<file path="config.mk">
export PLATFORM = sky130hd
export DESIGN_NAME = line_input_editor_top_flat
export DESIGN_NICKNAME = d
export VERILOG_FILES = /design/src/design/lie_pkg.sv /design/src/design/lie_key_if.sv /design/src/design/lie_res_if.sv /design/src/design/lie_seq.sv /design/src/design/lie_dp.sv /design/src/design/line_input_editor_top.sv /design/src/flat_wrapper.sv
export SDC_FILE = /design/constraint.sdc
export NUM_CORES = 1
export LEC_CHECK = 0
export BUFFER_PORTS_ARGS = -buffer_cell sky130_fd_sc_hd__buf_4
export CORE_MARGIN = 5
export CORE_UTILIZATION = 50
export CTS_CLUSTER_SIZE = 28
export DETAILED_ROUTE_END_ITERATION = 10
export PLACE_DENSITY = 0.75
export SLEW_MARGIN = 20
export SYNTH_ARGS = -nofsm -noshare
export SYNTH_HDL_FRONTEND = slang
export SYNTH_SLANG_ARGS = --single-unit
export TNS_END_PERCENT = 30
</file>
<file path="constraint.sdc">
create_clock -name clk -period 3.4 [get_ports clk]
set_input_delay 0.17 -clock clk [delete_from_list [all_inputs] [get_ports clk]]
set_output_delay 0.17 -clock clk [all_outputs]
set_load 0.03 [all_outputs]
</file>
<file path="src/design/lie_pkg.sv">
// ----------------------------------------------------------------------------
// lie_pkg
// Types, character codes and control word layout of the line input editor.
// ----------------------------------------------------------------------------
package lie_pkg;

  // buffer limit of the build
  localparam logic [5:0] MAX_LINE = 6'd63;

  localparam int PC_W = 5;
  typedef logic [PC_W-1:0] pc_t;

  // character codes
  localparam logic [7:0] CH_BELL      = 8'h07;
  localparam logic [7:0] CH_LF        = 8'h0A;
  localparam logic [7:0] CH_CR        = 8'h0D;
  localparam logic [7:0] CH_VDU_ON    = 8'h06;
  localparam logic [7:0] CH_VDU_OFF   = 8'h15;
  localparam logic [7:0] CH_ESC       = 8'h1B;
  localparam logic [7:0] CH_DEL       = 8'h7F;
  localparam logic [7:0] CH_COPY      = 8'h87;
  localparam logic [7:0] CH_CUR_FIRST = 8'h88;
  localparam logic [7:0] CH_CUR_EDIT  = 8'h89;
  localparam logic [7:0] CH_CUR_LAST  = 8'h8B;
  localparam logic [7:0] CH_TOP       = 8'hFF;

  typedef enum logic [1:0] {
    RK_ECHO  = 2'd0,
    RK_STORE = 2'd1,
    RK_DONE  = 2'd2
  } res_kind_t;

  typedef enum logic [2:0] {
    KC_ESC,
    KC_DEL,
    KC_DLINE,
    KC_CURSOR,
    KC_COPY,
    KC_ORD
  } key_class_t;

  typedef enum logic {
    BS_CONST,
    BS_CHR
  } byte_sel_t;

  typedef enum logic {
    PS_ZERO,
    PS_POS
  } pos_sel_t;

  typedef enum logic [1:0] {
    LS_NO,
    LS_YES,
    LS_POS1
  } last_sel_t;

  typedef enum logic [1:0] {
    PO_HOLD,
    PO_DEC,
    PO_CLEAR,
    PO_ADV
  } pos_op_t;

  typedef enum logic [2:0] {
    JC_NEXT,
    JC_ALWAYS,
    JC_DISPATCH,
    JC_POS_ZERO,
    JC_CUR_ZERO,
    JC_IS_CR,
    JC_IS_FULL
  } jump_t;

  // one microcode word
  typedef struct packed {
    logic       take;
    logic       emit;
    res_kind_t  kind;
    byte_sel_t  bsel;
    logic [7:0] konst;
    pos_sel_t   psel;
    logic       esc;
    last_sel_t  lsel;
    pos_op_t    pos_op;
    logic       load_copy;
    jump_t      jc;
    pc_t        target;
  } lie_ctrl_t;

  // datapath flags seen by the sequencer
  typedef struct packed {
    key_class_t cls;
    logic       accept;
    logic       stall;
    logic       pos_zero;
    logic       cur_zero;
    logic       is_cr;
    logic       is_full;
  } lie_stat_t;

endpackage

</file>
<file path="src/design/lie_key_if.sv">
// ----------------------------------------------------------------------------
// lie_key_if
// Keypress channel: valid/ready with one keypress per request.
// ----------------------------------------------------------------------------
interface lie_key_if;
  logic       valid;
  logic       ready;
  logic [7:0] key_code;
  logic       escape_flag;
  logic [7:0] cursor_char;

  modport source (output valid, key_code, escape_flag, cursor_char, input ready);
  modport sink   (input valid, key_code, escape_flag, cursor_char, output ready);
endinterface

</file>
<file path="src/design/lie_res_if.sv">
// ----------------------------------------------------------------------------
// lie_res_if
// Result channel: valid/ready with one echo, store or line-done per request.
// ----------------------------------------------------------------------------
interface lie_res_if;
  logic       valid;
  logic       ready;
  logic [1:0] kind;
  logic [7:0] byte_value;
  logic [5:0] position;
  logic       escaped;
  logic       last;

  modport source (output valid, kind, byte_value, position, escaped, last, input ready);
  modport sink   (input valid, kind, byte_value, position, escaped, last, output ready);
endinterface

</file>
<file path="src/design/lie_seq.sv">
// ----------------------------------------------------------------------------
// lie_seq
// Step counter and microcode ROM; one control word per step.
// ----------------------------------------------------------------------------
module lie_seq
  import lie_pkg::*;
(
  input  logic      clk,
  input  logic      rst,
  input  lie_stat_t stat,
  output lie_ctrl_t cw
);

  localparam pc_t PC_IDLE   = 5'd0;
  localparam pc_t PC_ESC    = 5'd1;
  localparam pc_t PC_DEL    = 5'd2;
  localparam pc_t PC_DLINE  = 5'd4;
  localparam pc_t PC_CURSOR = 5'd6;
  localparam pc_t PC_COPY   = 5'd10;
  localparam pc_t PC_ORD    = 5'd15;
  localparam pc_t PC_BELL   = 5'd18;
  localparam pc_t PC_CR     = 5'd19;

  function automatic lie_ctrl_t nop(jump_t jc, pc_t tgt);
    lie_ctrl_t c;
    c        = '0;
    c.jc     = jc;
    c.target = tgt;
    return c;
  endfunction

  function automatic lie_ctrl_t echo(logic [7:0] b, last_sel_t ls, jump_t jc, pc_t tgt);
    lie_ctrl_t c;
    c       = nop(jc, tgt);
    c.emit  = 1'b1;
    c.kind  = RK_ECHO;
    c.bsel  = BS_CONST;
    c.konst = b;
    c.psel  = PS_ZERO;
    c.lsel  = ls;
    return c;
  endfunction

  function automatic lie_ctrl_t rom(pc_t a);
    lie_ctrl_t c;
    c = nop(JC_ALWAYS, PC_IDLE);
    unique case (a)
      5'd0: begin
        c      = nop(JC_DISPATCH, PC_IDLE);
        c.take = 1'b1;
      end
      // escape: line done, escaped
      5'd1: begin
        c.emit   = 1'b1;
        c.kind   = RK_DONE;
        c.psel   = PS_POS;
        c.esc    = 1'b1;
        c.lsel   = LS_YES;
        c.pos_op = PO_CLEAR;
      end
      // delete
      5'd2: c = nop(JC_POS_ZERO, PC_IDLE);
      5'd3: begin
        c        = echo(CH_DEL, LS_YES, JC_ALWAYS, PC_IDLE);
        c.pos_op = PO_DEC;
      end
      // delete line: loop until empty
      5'd4: c = nop(JC_POS_ZERO, PC_IDLE);
      5'd5: begin
        c        = echo(CH_DEL, LS_POS1, JC_ALWAYS, PC_DLINE);
        c.pos_op = PO_DEC;
      end
      // cursor keys
      5'd6: c = echo(CH_VDU_OFF, LS_NO, JC_NEXT, PC_IDLE);
      5'd7: c = echo(CH_ESC, LS_NO, JC_NEXT, PC_IDLE);
      5'd8: begin
        c      = echo(8'h00, LS_NO, JC_NEXT, PC_IDLE);
        c.bsel = BS_CHR;
      end
      5'd9: c = echo(CH_VDU_ON, LS_YES, JC_ALWAYS, PC_IDLE);
      // copy: fetch cursor char, then fall into ordinary key
      5'd10: begin
        c           = nop(JC_CUR_ZERO, PC_IDLE);
        c.load_copy = 1'b1;
      end
      5'd11: c = echo(CH_VDU_OFF, LS_NO, JC_NEXT, PC_IDLE);
      5'd12: c = echo(CH_ESC, LS_NO, JC_NEXT, PC_IDLE);
      5'd13: c = echo(CH_CUR_EDIT, LS_NO, JC_NEXT, PC_IDLE);
      5'd14: c = echo(CH_VDU_ON, LS_NO, JC_NEXT, PC_IDLE);
      // ordinary key
      5'd15: begin
        c      = nop(JC_IS_CR, PC_CR);
        c.emit = 1'b1;
        c.kind = RK_STORE;
        c.bsel = BS_CHR;
        c.psel = PS_POS;
      end
      5'd16: c = nop(JC_IS_FULL, PC_BELL);
      5'd17: begin
        c        = echo(8'h00, LS_YES, JC_ALWAYS, PC_IDLE);
        c.bsel   = BS_CHR;
        c.pos_op = PO_ADV;
      end
      5'd18: c = echo(CH_BELL, LS_YES, JC_ALWAYS, PC_IDLE);
      // return
      5'd19: c = echo(CH_LF, LS_NO, JC_NEXT, PC_IDLE);
      5'd20: c = echo(CH_CR, LS_NO, JC_NEXT, PC_IDLE);
      5'd21: begin
        c.emit   = 1'b1;
        c.kind   = RK_DONE;
        c.psel   = PS_POS;
        c.lsel   = LS_YES;
        c.pos_op = PO_CLEAR;
      end
      default: ;
    endcase
    return c;
  endfunction

  function automatic pc_t entry(key_class_t k);
    pc_t p;
    unique case (k)
      KC_ESC:    p = PC_ESC;
      KC_DEL:    p = PC_DEL;
      KC_DLINE:  p = PC_DLINE;
      KC_CURSOR: p = PC_CURSOR;
      KC_COPY:   p = PC_COPY;
      KC_ORD:    p = PC_ORD;
      default:   p = PC_IDLE;
    endcase
    return p;
  endfunction

  pc_t pc, pc_next, pc_inc;

  assign cw     = rom(pc);
  assign pc_inc = pc + 1'b1;

  always_comb begin
    unique case (cw.jc)
      JC_NEXT:     pc_next = pc_inc;
      JC_ALWAYS:   pc_next = cw.target;
      JC_DISPATCH: pc_next = stat.accept   ? entry(stat.cls) : pc;
      JC_POS_ZERO: pc_next = stat.pos_zero ? cw.target : pc_inc;
      JC_CUR_ZERO: pc_next = stat.cur_zero ? cw.target : pc_inc;
      JC_IS_CR:    pc_next = stat.is_cr    ? cw.target : pc_inc;
      JC_IS_FULL:  pc_next = stat.is_full  ? cw.target : pc_inc;
      default:     pc_next = PC_IDLE;
    endcase
  end

  always_ff @(posedge clk) begin
    if (rst) begin
      pc <= PC_IDLE;
    end else if (!stat.stall) begin
      pc <= pc_next;
    end
  end

endmodule

</file>
<file path="src/design/lie_dp.sv">
// ----------------------------------------------------------------------------
// lie_dp
// Datapath: key latches, write position, flags and the result register.
// ----------------------------------------------------------------------------
module lie_dp
  import lie_pkg::*;
(
  input  logic       clk,
  input  logic       rst,
  input  lie_ctrl_t  cw,
  input  logic       key_valid,
  input  logic [7:0] key_code,
  input  logic       escape_flag,
  input  logic [7:0] cursor_char,
  input  logic [5:0] limit,
  input  logic [7:0] min_char,
  input  logic [7:0] max_char,
  input  logic       res_ready,
  output lie_stat_t  stat,
  output logic       res_valid,
  output res_kind_t  res_kind,
  output logic [7:0] res_byte,
  output logic [5:0] res_pos,
  output logic       res_esc,
  output logic       res_last
);

  logic [7:0] chr, cur;
  logic [5:0] pos, pos_next;
  logic       go, in_range, accept;
  key_class_t cls;

  assign accept = cw.take & key_valid;
  assign go     = !(cw.emit & res_valid & !res_ready);

  always_comb begin
    priority if (escape_flag)                  cls = KC_ESC;
    else if (key_code == CH_DEL)               cls = KC_DEL;
    else if (key_code == CH_VDU_OFF)           cls = KC_DLINE;
    else if (key_code >= CH_CUR_FIRST && key_code <= CH_CUR_LAST) cls = KC_CURSOR;
    else if (key_code == CH_COPY)              cls = KC_COPY;
    else                                       cls = KC_ORD;
  end

  assign in_range = (chr >= min_char) && (chr <= max_char);

  assign stat.cls      = cls;
  assign stat.accept   = accept;
  assign stat.stall    = !go;
  assign stat.pos_zero = (pos == 6'd0);
  assign stat.cur_zero = (cur == 8'h00);
  assign stat.is_cr    = (chr == CH_CR);
  assign stat.is_full  = (pos >= limit);

  always_comb begin
    unique case (cw.pos_op)
      PO_HOLD:  pos_next = pos;
      PO_DEC:   pos_next = pos - 1'b1;
      PO_CLEAR: pos_next = 6'd0;
      PO_ADV:   pos_next = in_range ? pos + 1'b1 : pos;
      default:  pos_next = pos;
    endcase
  end

  // key latches
  always_ff @(posedge clk) begin
    if (accept) begin
      chr <= key_code;
      cur <= cursor_char;
    end else if (cw.load_copy) begin
      chr <= (cur == CH_DEL) ? CH_TOP : cur;
    end
  end

  always_ff @(posedge clk) begin
    if (rst) begin
      pos <= 6'd0;
    end else if (go) begin
      pos <= pos_next;
    end
  end

  // result register
  always_ff @(posedge clk) begin
    if (rst) begin
      res_valid <= 1'b0;
    end else if (cw.emit && go) begin
      res_valid <= 1'b1;
    end else if (res_ready) begin
      res_valid <= 1'b0;
    end
  end

  always_ff @(posedge clk) begin
    if (cw.emit && go) begin
      res_kind <= cw.kind;
      res_byte <= (cw.bsel == BS_CHR) ? chr : cw.konst;
      res_pos  <= (cw.psel == PS_POS) ? pos : 6'd0;
      res_esc  <= cw.esc;
      unique case (cw.lsel)
        LS_NO:   res_last <= 1'b0;
        LS_YES:  res_last <= 1'b1;
        LS_POS1: res_last <= (pos == 6'd1);
        default: res_last <= 1'b0;
      endcase
    end
  end

endmodule

</file>
<file path="src/design/line_input_editor_top.sv">
// ----------------------------------------------------------------------------
// line_input_editor_top
// Console line editor: keypresses in, echo / store / line-done requests out.
// ----------------------------------------------------------------------------
//
//  channel  | dir | handshake      | payload
//  ---------+-----+----------------+----------------------------------------
//  key_ch   | in  | valid / ready  | key_code, escape_flag, cursor_char
//  res_ch   | out | valid / ready  | kind, byte_value, position, escaped, last
//  APB      | in  | psel / penable | max_length @0x0, min_char @0x4,
//           |     |                | max_char @0x8
//
//  Sequencing: a microcode sequencer runs one step per cycle unless it stalls;
//  the idle step takes the keypress and jumps to its routine. Delete does nothing
//  on an empty line, copy does nothing when the cursor char is zero and goes on
//  like return when the copied char is return, and delete-line echoes one delete
//  per stored character.
//  Each emitting step writes the result register; while that register holds
//  an untaken request the step stalls, everything else holds.
//  Reset (rst, synchronous) returns the step counter to idle, clears the
//  write position and loads the register defaults.
//
module line_input_editor_top
  import lie_pkg::*;
(
  input  logic        clk,
  input  logic        rst,
  lie_key_if.sink     key_ch,
  lie_res_if.source   res_ch,
  input  logic        psel,
  input  logic        penable,
  input  logic        pwrite,
  input  logic [3:0]  paddr,
  input  logic [31:0] pwdata,
  output logic [31:0] prdata,
  output logic        pready
);

  typedef enum logic [1:0] {
    REG_MAX_LENGTH = 2'd0,
    REG_MIN_CHAR   = 2'd1,
    REG_MAX_CHAR   = 2'd2
  } reg_idx_t;

  logic [5:0] max_length;
  logic [7:0] min_char, max_char;
  logic [5:0] limit;
  logic       wr;
  logic [1:0] idx;

  lie_ctrl_t cw;
  lie_stat_t stat;
  res_kind_t res_kind;

  // ---- configuration registers ----
  assign pready = 1'b1;
  assign wr     = psel & penable & pwrite;
  assign idx    = paddr[3:2];

  always_ff @(posedge clk) begin
    if (rst) begin
      max_length <= 6'd63;
      min_char   <= 8'd32;
      max_char   <= 8'd255;
    end else if (wr) begin
      // writes beyond the register list are dropped
      unique case (idx)
        REG_MAX_LENGTH: max_length <= pwdata[5:0];
        REG_MIN_CHAR:   min_char   <= pwdata[7:0];
        REG_MAX_CHAR:   max_char   <= pwdata[7:0];
        default: ;
      endcase
    end
  end

  always_comb begin
    unique case (idx)
      REG_MAX_LENGTH: prdata = {26'd0, max_length};
      REG_MIN_CHAR:   prdata = {24'd0, min_char};
      REG_MAX_CHAR:   prdata = {24'd0, max_char};
      default:        prdata = 32'd0;
    endcase
  end

  // effective buffer limit: never past the build limit
  assign limit = (max_length < MAX_LINE) ? max_length : MAX_LINE;

  // ---- sequencer ----
  lie_seq u_seq (
    .clk  (clk),
    .rst  (rst),
    .stat (stat),
    .cw   (cw)
  );

  // ---- datapath ----
  lie_dp u_dp (
    .clk         (clk),
    .rst         (rst),
    .cw          (cw),
    .key_valid   (key_ch.valid),
    .key_code    (key_ch.key_code),
    .escape_flag (key_ch.escape_flag),
    .cursor_char (key_ch.cursor_char),
    .limit       (limit),
    .min_char    (min_char),
    .max_char    (max_char),
    .res_ready   (res_ch.ready),
    .stat        (stat),
    .res_valid   (res_ch.valid),
    .res_kind    (res_kind),
    .res_byte    (res_ch.byte_value),
    .res_pos     (res_ch.position),
    .res_esc     (res_ch.escaped),
    .res_last    (res_ch.last)
  );

  // a keypress is taken only in the idle step
  assign key_ch.ready = cw.take;
  assign res_ch.kind  = res_kind;

endmodule

</file>
<file path="src/flat_wrapper.sv">
// flat-port wrapper written by rule: the top's interface ports become plain ports
module line_input_editor_top_flat import lie_pkg::*;
  (clk, rst, psel, penable, pwrite, paddr, pwdata, prdata, pready, key_ch_valid, key_ch_key_code, key_ch_escape_flag, key_ch_cursor_char, key_ch_ready, res_ch_valid, res_ch_kind, res_ch_byte_value, res_ch_position, res_ch_escaped, res_ch_last, res_ch_ready);
  lie_key_if key_ch_i ();
  lie_res_if res_ch_i ();
  input  logic clk;
  input  logic rst;
  input  logic psel;
  input  logic penable;
  input  logic pwrite;
  input  logic [3:0] paddr;
  input  logic [31:0] pwdata;
  output logic [31:0] prdata;
  output logic pready;
  input wire logic [$bits(key_ch_i.valid)-1:0] key_ch_valid;
  input wire logic [$bits(key_ch_i.key_code)-1:0] key_ch_key_code;
  input wire logic [$bits(key_ch_i.escape_flag)-1:0] key_ch_escape_flag;
  input wire logic [$bits(key_ch_i.cursor_char)-1:0] key_ch_cursor_char;
  output wire logic [$bits(key_ch_i.ready)-1:0] key_ch_ready;
  output wire logic [$bits(res_ch_i.valid)-1:0] res_ch_valid;
  output wire logic [$bits(res_ch_i.kind)-1:0] res_ch_kind;
  output wire logic [$bits(res_ch_i.byte_value)-1:0] res_ch_byte_value;
  output wire logic [$bits(res_ch_i.position)-1:0] res_ch_position;
  output wire logic [$bits(res_ch_i.escaped)-1:0] res_ch_escaped;
  output wire logic [$bits(res_ch_i.last)-1:0] res_ch_last;
  input wire logic [$bits(res_ch_i.ready)-1:0] res_ch_ready;
  assign key_ch_i.valid = key_ch_valid;
  assign key_ch_i.key_code = key_ch_key_code;
  assign key_ch_i.escape_flag = key_ch_escape_flag;
  assign key_ch_i.cursor_char = key_ch_cursor_char;
  assign key_ch_ready = key_ch_i.ready;
  assign res_ch_valid = res_ch_i.valid;
  assign res_ch_kind = res_ch_i.kind;
  assign res_ch_byte_value = res_ch_i.byte_value;
  assign res_ch_position = res_ch_i.position;
  assign res_ch_escaped = res_ch_i.escaped;
  assign res_ch_last = res_ch_i.last;
  assign res_ch_i.ready = res_ch_ready;
  line_input_editor_top u_core (.clk(clk), .rst(rst), .key_ch(key_ch_i), .res_ch(res_ch_i), .psel(psel), .penable(penable), .pwrite(pwrite), .paddr(paddr), .pwdata(pwdata), .prdata(prdata), .pready(pready));
endmodule
</file>
==> impl_metrics.tcl, run 1 <==
set metrics [dict create \
    viasPerCell 5.65 \
    cts_root_buf "clkbuf_8" \
    num_vias 4269 \
    grt_pass1_vias 3878 \
    leakagePower_nw 2.48 \
    min-delay-start "pwdata[7]" \
    cts_made_buffers 9 \
    setup_viol 0 \
    cts_max_level 3 \
    p_int_w 0.00257 \
    worstSetupStartpointType "flip-flop" \
    drt-total-wl_um 12100 \
    synth-seq-area-share_pct 34.6 \
    nFillCells 842 \
    maxCapViolCount 0 \
    power_density_mw_per_mm2 836 \
    grt_pass1_wl_um 19300 \
    grt_max_degree 35 \
    path_clk_slew_ns 0.08 \
    arrival_ns 2.97 \
    tns_ns 0 \
    insertion_delay_ns 0.36 \
    hold_end "u_core.max_char[7]$_SDFFE_PP1P_" \
    die_y_um 109 \
    overflow 0 \
    die_width_um 109 \
    synthDistinctLibCells 74 \
    r2r_start "u_core.u_seq.pc[0]$_SDFFE_PP0P_" \
    rsz0062_at_grt "no" \
    worstMarginPinSlew_ns 0.832 \
    synth.most_common_cell "nor2_1" \
    worstPathMaxFanout 13 \
    ys_top_cells_by_area "edfxtp_1, dfxtp_1, ha_1" \
    grt_usage_pct 20.6 \
    drv_slew 0 \
    pwr-share-seq_pct 30.0 \
    cp-end-kind "flip-flop" \
    fmaxAchievable_mhz 342 \
    drt_iter0_drc 491 \
    outcome "complete, no violations" \
    post_cts_buffers 0 \
    wl_per_cell_um 16.0 \
    critPathKind "flip-flop to flip-flop" \
    synth_edf_count 34 \
    drc_errors 0 \
    fp-row-count 36 \
    async_reset_ff_share_pct 0 \
    crit_required_ns 3.45 \
    finalPower_w 0.00474 \
    worst_slew_margin_rel_pct 44.0 \
    antenna_cells 0 \
    pwr-share-clk_pct 13.4 \
    synth_seq_cells 68 \
    antenna_found_initial 0 \
    fin_worst_skew_ns 0.0106 \
    holdPathStages 2 \
    synth.largest_area_cell "edfxtp_1" \
    synth_top_cell_area_share_pct 20.8 \
    yosys_warnings 0 \
    cts_tree "done" \
    drtPass1Iterations 5 \
    dieArea_mm2 0.0119 \
    peakVddDrop_mv 0.540 \
    core_area_mm2 0.00968 \
    drive_gt1_share_pct 19.7 \
    rr_worst_depth 7 \
    seq_area_mm2 0.00170 \
    num_io_pins 113 \
    syn_area_per_cell_um2 8.87 \
    gp_congestion 0.949 \
    ant_nets 0 \
    min_period_over_period_pct 86.0 \
    timing.rr.end "u_core.u_dp.chr[6]$_DFFE_PP_" \
    cts.sink_count 68 \
    fin_util_pct 58.6 \
    multiInputGateArea_mm2 0.00282 \
    placement.io_buffers 61 \
    p_sw_w 0.00217 \
    finalNetCount 712 \
    areaGrowthSynthToFinish_pct 15.5 \
    pwr-share-comb_pct 56.6 \
    synth_flop_cell "edfxtp_1" \
    ff2ff_setup_slack_ns 0.48 \
    synthCells 554 \
    worst_hold_path_type "primary input to flip-flop" \
    period_minus_slack_ns 2.92 \
    hold_viol 0 \
    clock_path_buffers 2 \
    synthTopCellsByCount "nor2_1, inv_1, dfxtp_1, edfxtp_1, ha_1" \
    swShare_pct 45.8 \
    start_util_pct 50.7 \
    hpwl_um 9000 \
    syn_area_mm2 0.00491 \
]
## power by group through the flow
stage / Combinational (W) / Clock (W) / Sequential [W]
CTS: 0.00267 / 0.000642 / 0.00143
detailed placement: 0.00265 / 0 / 0.00144
finish: 0.00268 / 0.000634 / 0.00142
global route: 0.00293 / 0.000675 / 0.00146
global placement: 0.00262 / 0 / 0.00143
floorplan: 0.00175 / 0 / 0.00162
## cells by family (layout without fill, tap and decap cells)
| group | count (synthesis) | after routing | synth area share [%] |
|---|---|---|---|
| AO/OA/AOI/OAI | 143 | 143 | 21.0 |
| XOR/XNOR | 3 | 3 | 0.535 |
| adder cells (fa/ha/maj) | 34 | 34 | 8.66 |
| buffers and inverters | 96 | 142 | 9.68 |
| flip-flops | 68 | 68 | 34.6 |
| multiplexers | 29 | 29 | 6.19 |
| other | 2 | 25 | 0.153 |
| AND/OR/NAND/NOR | 179 | 179 | 19.1 |
## worst max path at each step
stage,depth (start not counted),endpoint,start
floorplan,9,u_core.u_dp.res_byte[0]$_DFFE_PP_,u_core.u_seq.pc[0]$_SDFFE_PP0P_
global placement,9,u_core.u_seq.pc[3]$_SDFFE_PP0P_,u_core.u_seq.pc[0]$_SDFFE_PP0P_
detailed placement,9,u_core.u_dp.pos[3]$_SDFFE_PP0P_,u_core.u_seq.pc[0]$_SDFFE_PP0P_
CTS,7,u_core.u_dp.chr[7]$_DFFE_PP_,u_core.u_seq.pc[0]$_SDFFE_PP0P_
global route,9,u_core.u_dp.pos[0]$_SDFFE_PP0P_,u_core.u_seq.pc[0]$_SDFFE_PP0P_
finish,7,u_core.u_dp.chr[6]$_DFFE_PP_,u_core.u_seq.pc[0]$_SDFFE_PP0P_
## critical path: stages (launching register included)
cell     delay (ns)
dfxtp_1        0.39
inv_1          0.18
ha_1           0.48
or4b_4         0.56
inv_1          0.09
nand2_1        0.24
inv_1          0.37
or2_2          0.29
## flip-flops by register name (all words and copies together) (netlist names)
register	flops
u_core.max_char	8
u_core.min_char	8
u_core.u_dp.chr	8
u_core.u_dp.cur	8
u_core.u_dp.res_byte	8
u_core.max_length	6
u_core.u_dp.pos	6
u_core.u_dp.res_pos	6
u_core.u_seq.pc	5
u_core.u_dp.res_kind	2
u_core.u_dp.res_esc	1
u_core.u_dp.res_last	1
u_core.u_dp.res_valid	1
## repair_timing
item	in CTS	in global routing
hold buffers	8	0
gates resized for setup	0	0
hold endpoints to repair	8	0
## through the flow
stage / cell area (µm²) / instances / setup WS, ns / hold WS, ns
finish: 5680 / 756 / 0.476 / 0.0263
global route: 5680 / 756 / 0.262 / 0.0265
CTS: 5680 / 756 / 0.480 / 0.0195
detailed placement: 5420 / 732 / 0.521 / 0.349
global placement: 5420 / 732 / 0.562 / 0.348
floorplan: 5000 / 577 / 0.241 / 0.269
## final cells by class
cell class | count | area share, %
multi-input cells | 413 | 49.7
flip-flops and latches | 68 | 30.0
repair buffers | 83 | 11.3
well taps | 133 | 2.93
inverters | 43 | 2.84
clock buffers | 12 | 2.76
clock inverters | 4 | 0.419
## routing by layer
layer / up-vias / GRT usage [%] / share of wire [%]
li1: 2104 / - / -
met1: 1965 / 28.6 / 44
met2: 178 / 32.4 / 47
met3: 22 / 3.14 / 6.6
met4: 0 / 7.57 / 1.9
met5: - / 0 / 0
## cells in the final DEF, fill, tap and decap left out, types with 22 or more instances in the layout
cell type,count
dfxtp_1,34
edfxtp_1,34
a21oi_1,28
ha_1,34
nand2_1,33
o21ai_0,22
nor2_1,59
conb_1,25
inv_1,43
buf_4,75
Power figures use the tool's default switching activity.
==> run 2: changes to the inputs <==
ABC_AREA = 1   (was not set)
==> impl_metrics.tcl, run 2 <==
set metrics [dict create \
    cts_made_buffers 9 \
    grt_max_degree 29 \
    pwr-share-comb_pct 54.2 \
    period_minus_slack_ns 2.84 \
    syn_area_per_cell_um2 7.36 \
    final_cell_mix "nand2_1, inv_1, nor2_1" \
    die_y_um 109 \
    worst_slew_margin_rel_pct 40.6 \
    cts.sink_count 68 \
    grt_usage_pct 21.3 \
    outcome "complete, no violations" \
    die_width_um 109 \
    worstPathMaxFanout 11 \
    critPathKind "flip-flop to flip-flop" \
    power_density_mw_per_mm2 777 \
    critPathMaxStageDelay_ns 0.40 \
    ys_top_cells_by_area "edfxtp_1, dfxtp_1, nand2_1" \
    cp-end-kind "flip-flop" \
    rsz0062_at_grt "no" \
    ant_nets 0 \
    synth.most_common_cell "nand2_1" \
    overflow 0 \
    synthTopCellsByCount "nand2_1, inv_1, nor2_1, o21ai_0" \
    hpwl_um 9520 \
    r2r_start "u_core.u_seq.pc[0]$_SDFFE_PP0P_" \
    leakagePower_nw 2.75 \
    synth-seq-area-share_pct 35.0 \
    rr_worst_depth 16 \
    drv_slew 0 \
    setup_viol 0 \
    finalPower_w 0.00434 \
    areaGrowthSynthToFinish_pct 14.9 \
    synth.largest_area_cell "edfxtp_1" \
    peakVddDrop_mv 0.468 \
    cts_max_level 3 \
    drt_iter0_drc 311 \
    finalNetCount 823 \
    synth_seq_cells 68 \
    final_common_cell "nand2_1" \
    antenna_cells 0 \
    hold_viol 0 \
    drc_errors 0 \
    antenna_found_initial 0 \
    crit_required_ns 3.66 \
    viasPerCell 5.21 \
    timing.rr.end "u_core.u_seq.pc[3]$_SDFFE_PP0P_" \
    core_area_mm2 0.00964 \
    yosys_warnings 0 \
    p_int_w 0.00226 \
    pwr-share-seq_pct 32.1 \
    grt_pass1_wl_um 19700 \
    multiInputGateArea_mm2 0.00260 \
    worstSetupStartpointType "flip-flop" \
    arrival_ns 3.10 \
    tns_ns 0 \
    pwr-share-clk_pct 13.7 \
    grt_pass1_vias 4237 \
    worstMarginPinSlew_ns 0.888 \
    synth_top_cell_area_share_pct 21.0 \
    clock_path_buffers 2 \
    start_util_pct 50.5 \
    nFillCells 928 \
    async_reset_ff_share_pct 0 \
    cts_tree "done" \
    drtPass1Iterations 5 \
    num_vias 4516 \
    synthCells 661 \
    placement.io_buffers 61 \
    dp_cells 843 \
    instances_no_fill 867 \
    seq_area_mm2 0.00170 \
    min_period_over_period_pct 83.6 \
    cts_root_buf "clkbuf_8" \
    critPathCapture "u_core.u_seq.pc[3]$_SDFFE_PP0P_" \
    startpoint "u_core.u_seq.pc[0]$_SDFFE_PP0P_" \
    swShare_pct 48.0 \
    p_sw_w 0.00208 \
    insertion_delay_ns 0.36 \
    fmaxAchievable_mhz 352 \
    wl_per_cell_um 14.0 \
    num_io_pins 113 \
    gp_congestion 0.864 \
    holdPathStages 2 \
    crit_top_cell "nand2_1" \
    fp-row-count 36 \
    syn_area_mm2 0.00486 \
    maxCapViolCount 0 \
    dieArea_mm2 0.0118 \
    synth_edf_count 34 \
    synth_flop_cell "edfxtp_1" \
    crit_chain "ha_1 > inv_1 > nor2_1 > ha_1 > inv_1 > nand2_1 > nor2_2 > inv_1 > nor2_1 > nand2_1 > nand2_1 > nor2_4 > a21oi_1 > nand3_1 > nand2_1 > a21oi_1" \
    worst_hold_path_type "primary input to flip-flop" \
    crit_slowest_cell "dfxtp_1" \
    drt-total-wl_um 12200 \
    ff2ff_setup_slack_ns 0.56 \
    drive_gt1_share_pct 15.7 \
    fin_worst_skew_ns 0.00784 \
    synthDistinctLibCells 48 \
    path_clk_slew_ns 0.07 \
]
[run 2: what timing repair did]
action | CTS | global route
setup buffers | 0 | 0
gates resized for setup | 0 | 1
hold buffers | 8 | 0
endpoints found under the hold margin | 8 | 0
setup endpoints to repair | 0 | 1
[run 2: cells by family (layout without fill, tap and decap cells)]
logic type	Yosys count	in the layout	share of synthesized area [%]
buffers and inverters	137	187	13.4
xor gates and xnor gates	8	8	1.44
and+or+nand+nor	314	314	29.5
DFF	68	68	35.0
adders and majority gates	34	34	8.75
AOI/OAI and AO/OA	98	98	11.8
other	2	25	0.154
[run 2: final cells by class]
| class | instances | share of cell area (%) |
|---|---|---|
| Sequential cell | 68 | 30.5 |
| Tap cell | 133 | 2.98 |
| Inverter | 98 | 6.67 |
| Timing Repair Buffer | 73 | 10.2 |
| Multi-Input combinational cell | 479 | 46.6 |
| Clock buffer | 10 | 2.46 |
| Clock inverter | 6 | 0.694 |
[run 2: power by group through the flow]
| stage | Clock (W) | Combinational (W) | Sequential (W) |
|---|---|---|---|
| 6_report | 0.000595 | 0.00235 | 0.00139 |
| 5_1_grt | 0.000641 | 0.00261 | 0.00142 |
| 3_5_place_dp | 0 | 0.00232 | 0.00141 |
| 2_1_floorplan | 0 | 0.00152 | 0.00158 |
| 3_3_place_gp | 0 | 0.00225 | 0.00140 |
| 4_1_cts | 0.000610 | 0.00234 | 0.00139 |
[run 2: through the flow]
stage | util (%) | setup slack [ns] | hold slack (ns) | instance area, µm²
finish | 58.0 | 0.556 | 0.0377 | 5590
global route | 58.0 | 0.270 | 0.0429 | 5590
CTS | 57.9 | 0.332 | 0.0264 | 5580
detailed placement | 55.3 | 0.339 | 0.349 | 5330
global placement | 55.3 | 0.367 | 0.349 | 5330
floorplan | - | 0.886 | 0.239 | 4950
[run 2: worst min path at each step]
stage	from	endpoint	slack [ns]
floorplan	rst	u_core.u_seq.pc[0]$_SDFFE_PP0P_	0.24
global placement	key_ch_cursor_char[4]	u_core.u_dp.cur[4]$_DFFE_PP_	0.35
detailed placement	key_ch_cursor_char[3]	u_core.u_dp.cur[3]$_DFFE_PP_	0.35
CTS	rst	u_core.u_seq.pc[4]$_SDFFE_PP0P_	0.03
global route	rst	u_core.u_seq.pc[4]$_SDFFE_PP0P_	0.04
finish	rst	u_core.u_seq.pc[4]$_SDFFE_PP0P_	0.04
[run 2: metal layers]
layer  GRT usage (%)  part of all wire [%]  vias to the layer above
li1                -                     -                     2258
met1            26.1                    43                     2073
met2            37.1                    48                      158
met3            4.62                   6.5                       27
met4            7.48                   2.3                        0
met5               0                     0                        -
[run 2: critical path, delay by kind of cell (launching register included)]
| kind | cells | cell delay, ns |
|---|---|---|
| compound gates | 2 | 0.21 |
| fa+ha+maj | 2 | 0.52 |
| buf+inv | 3 | 0.45 |
| flops | 1 | 0.40 |
| simple gates | 9 | 1.14 |
==> run 3: changes to the inputs <==
clock period = 2.5 ns   (was 3.4 ns; I/O delays follow)
==> impl_metrics.tcl, run 3 (synthesis results as in run 2) <==
set metrics [dict create \
    instances_no_fill 885 \
    grt.busiest_layer "met2" \
    cts_max_level 3 \
    use_met3_pct 4.97 \
    timing.rr.end "u_core.u_seq.pc[3]$_SDFFE_PP0P_" \
    worst_hold_path_type "primary input to flip-flop" \
    fmaxAchievable_mhz 422 \
    ff2ff_setup_slack_ns 0.13 \
    critPathKind "flip-flop to flip-flop" \
    gp_congestion 0.945 \
    cts_made_buffers 9 \
    finalPower_w 0.00630 \
    crit_required_ns 2.80 \
    grt_max_degree 29 \
    dieArea_mm2 0.0118 \
    r2r_start "u_core.u_seq.pc[0]$_SDFFE_PP0P_" \
    drive_gt1_share_pct 17.2 \
    viasPerCell 5.13 \
    fin_ws_ns 0.128 \
    rsz0062_at_grt "no" \
    dp_cells 854 \
    cts_tree "done" \
    power_density_mw_per_mm2 1080 \
    areaGrowthSynthToFinish_pct 19.8 \
    period_minus_slack_ns 2.37 \
    rr_worst_depth 13 \
    num_vias 4540 \
    drtPass1Iterations 5 \
    worst_slew_margin_rel_pct 45.5 \
    grt_usage_pct 21.0 \
    final_cell_mix "nand2_1, inv_1, buf_4" \
    cp-end-kind "flip-flop" \
    tns_ns 0 \
    wl_per_cell_um 14.0 \
    fin_worst_skew_ns 0.0130 \
    grtUsageMet2_pct 35.7 \
    arrival_ns 2.68 \
    grt_pass1_wl_um 19500 \
    hold_viol 0 \
    startpoint "u_core.u_seq.pc[0]$_SDFFE_PP0P_" \
    peakVddDrop_mv 0.633 \
    hpwl_um 9510 \
    drc_errors 0 \
    setup_viol 0 \
    leakagePower_nw 2.87 \
    maxCapViolCount 0 \
    clock_path_buffers 2 \
    dp_slack_ns 0.0602 \
    min_period_over_period_pct 94.9 \
    drt_iter0_drc 281 \
    gr-usage-met1_pct 26.9 \
    path_clk_slew_ns 0.08 \
    worstSetupStartpointType "flip-flop" \
    insertion_delay_ns 0.37 \
    core_area_mm2 0.00964 \
    fp-row-count 36 \
    antenna_cells 0 \
    drt-total-wl_um 12400 \
    cts.sink_count 68 \
    cts_root_buf "clkbuf_8" \
    outcome "complete, no violations" \
    finalNetCount 841 \
    fin_util_pct 60.4 \
    post_cts_buffers 0 \
    die_width_um 109 \
    critPathCapture "u_core.u_seq.pc[3]$_SDFFE_PP0P_" \
    start_util_pct 50.5 \
    grt_pass1_vias 4223 \
    drv_slew 0 \
    die_y_um 109 \
    worstMarginPinSlew_ns 0.812 \
    worstPathMaxFanout 8 \
    final_common_cell "nand2_1" \
    ant_nets 0 \
    overflow 0 \
    placement.io_buffers 61 \
    antenna_found_initial 0 \
    num_io_pins 113 \
]
-- run 3: changes by cell type in the layout (fill, tap and decap cells not counted), moves of 2 or more --
cell / change
buf_4: +10
bufinv_16: +3
clkinv_1: -2
clkinvlp_4: -2
dlygate4sd3_1: +7
-- run 3: final cells by class --
| type | count | area [µm²] |
|---|---|---|
| clock buffers | 10 | 128 |
| clock inverters | 6 | 111 |
| fillers | 857 | 3810 |
| inverters | 98 | 373 |
| multi-input cells | 479 | 2610 |
| flip-flops and latches | 68 | 1700 |
| well taps | 133 | 166 |
| repair buffers | 91 | 733 |
-- run 3: per-stage QoR --
step                hold slack [ns]  area, µm²
global placement              0.304       5430
finish                       0.0187       5830
global route                 0.0315       5830
CTS                         0.00958       5810
floorplan                     0.194       4950
detailed placement            0.304       5430
-- run 3: where the power goes --
| group | switching [W] | internal [W] |
|---|---|---|
| combinational | 0.00213 | 0.00116 |
| sequential | 0.000264 | 0.00162 |
| clock | 0.000459 | 0.000665 |
-- run 3: repair_timing --
item | 4_1_cts | 5_1_grt
hold buffers | 15 | 0
endpoints found under the setup margin | 0 | 11
endpoints found under the hold margin | 25 | 0
resized for setup | 0 | 3
-- run 3: layer usage --
metal / share of wire (%) / vias to the layer above
met5: 0 / -
met4: 1.4 / 0
met3: 6.1 / 15
met2: 48 / 164
met1: 45 / 2070
li1: - / 2291
-- run 3: how the worst min path moves through the flow --
stage / startpoint / endpoint / slack (ns) / cells after the start
4_1_cts: pwdata[7] / u_core.max_char[7]$_SDFFE_PP1P_ / 0.01 / 3
5_1_grt: pwdata[7] / u_core.max_char[7]$_SDFFE_PP1P_ / 0.03 / 3
6_report: pwdata[7] / u_core.max_char[7]$_SDFFE_PP1P_ / 0.02 / 3
2_1_floorplan: rst / u_core.u_seq.pc[0]$_SDFFE_PP0P_ / 0.19 / 1
3_5_place_dp: key_ch_cursor_char[5] / u_core.u_dp.cur[5]$_DFFE_PP_ / 0.30 / 1
3_3_place_gp: key_ch_cursor_char[4] / u_core.u_dp.cur[4]$_DFFE_PP_ / 0.30 / 1
-- run 3: worst max-delay path, cell delays in order, from the launching register on --
cell      delay [ns]
dfxtp_2         0.40
inv_1           0.13
ha_1            0.27
nand2_1         0.08
nor2_1          0.04
nor2_2          0.18
inv_1           0.08
nor2_1          0.11
nand3b_1        0.13
o21ai_2         0.31
nand2_2         0.19
nor3b_2         0.19
nand2_1         0.07
a21oi_1         0.11
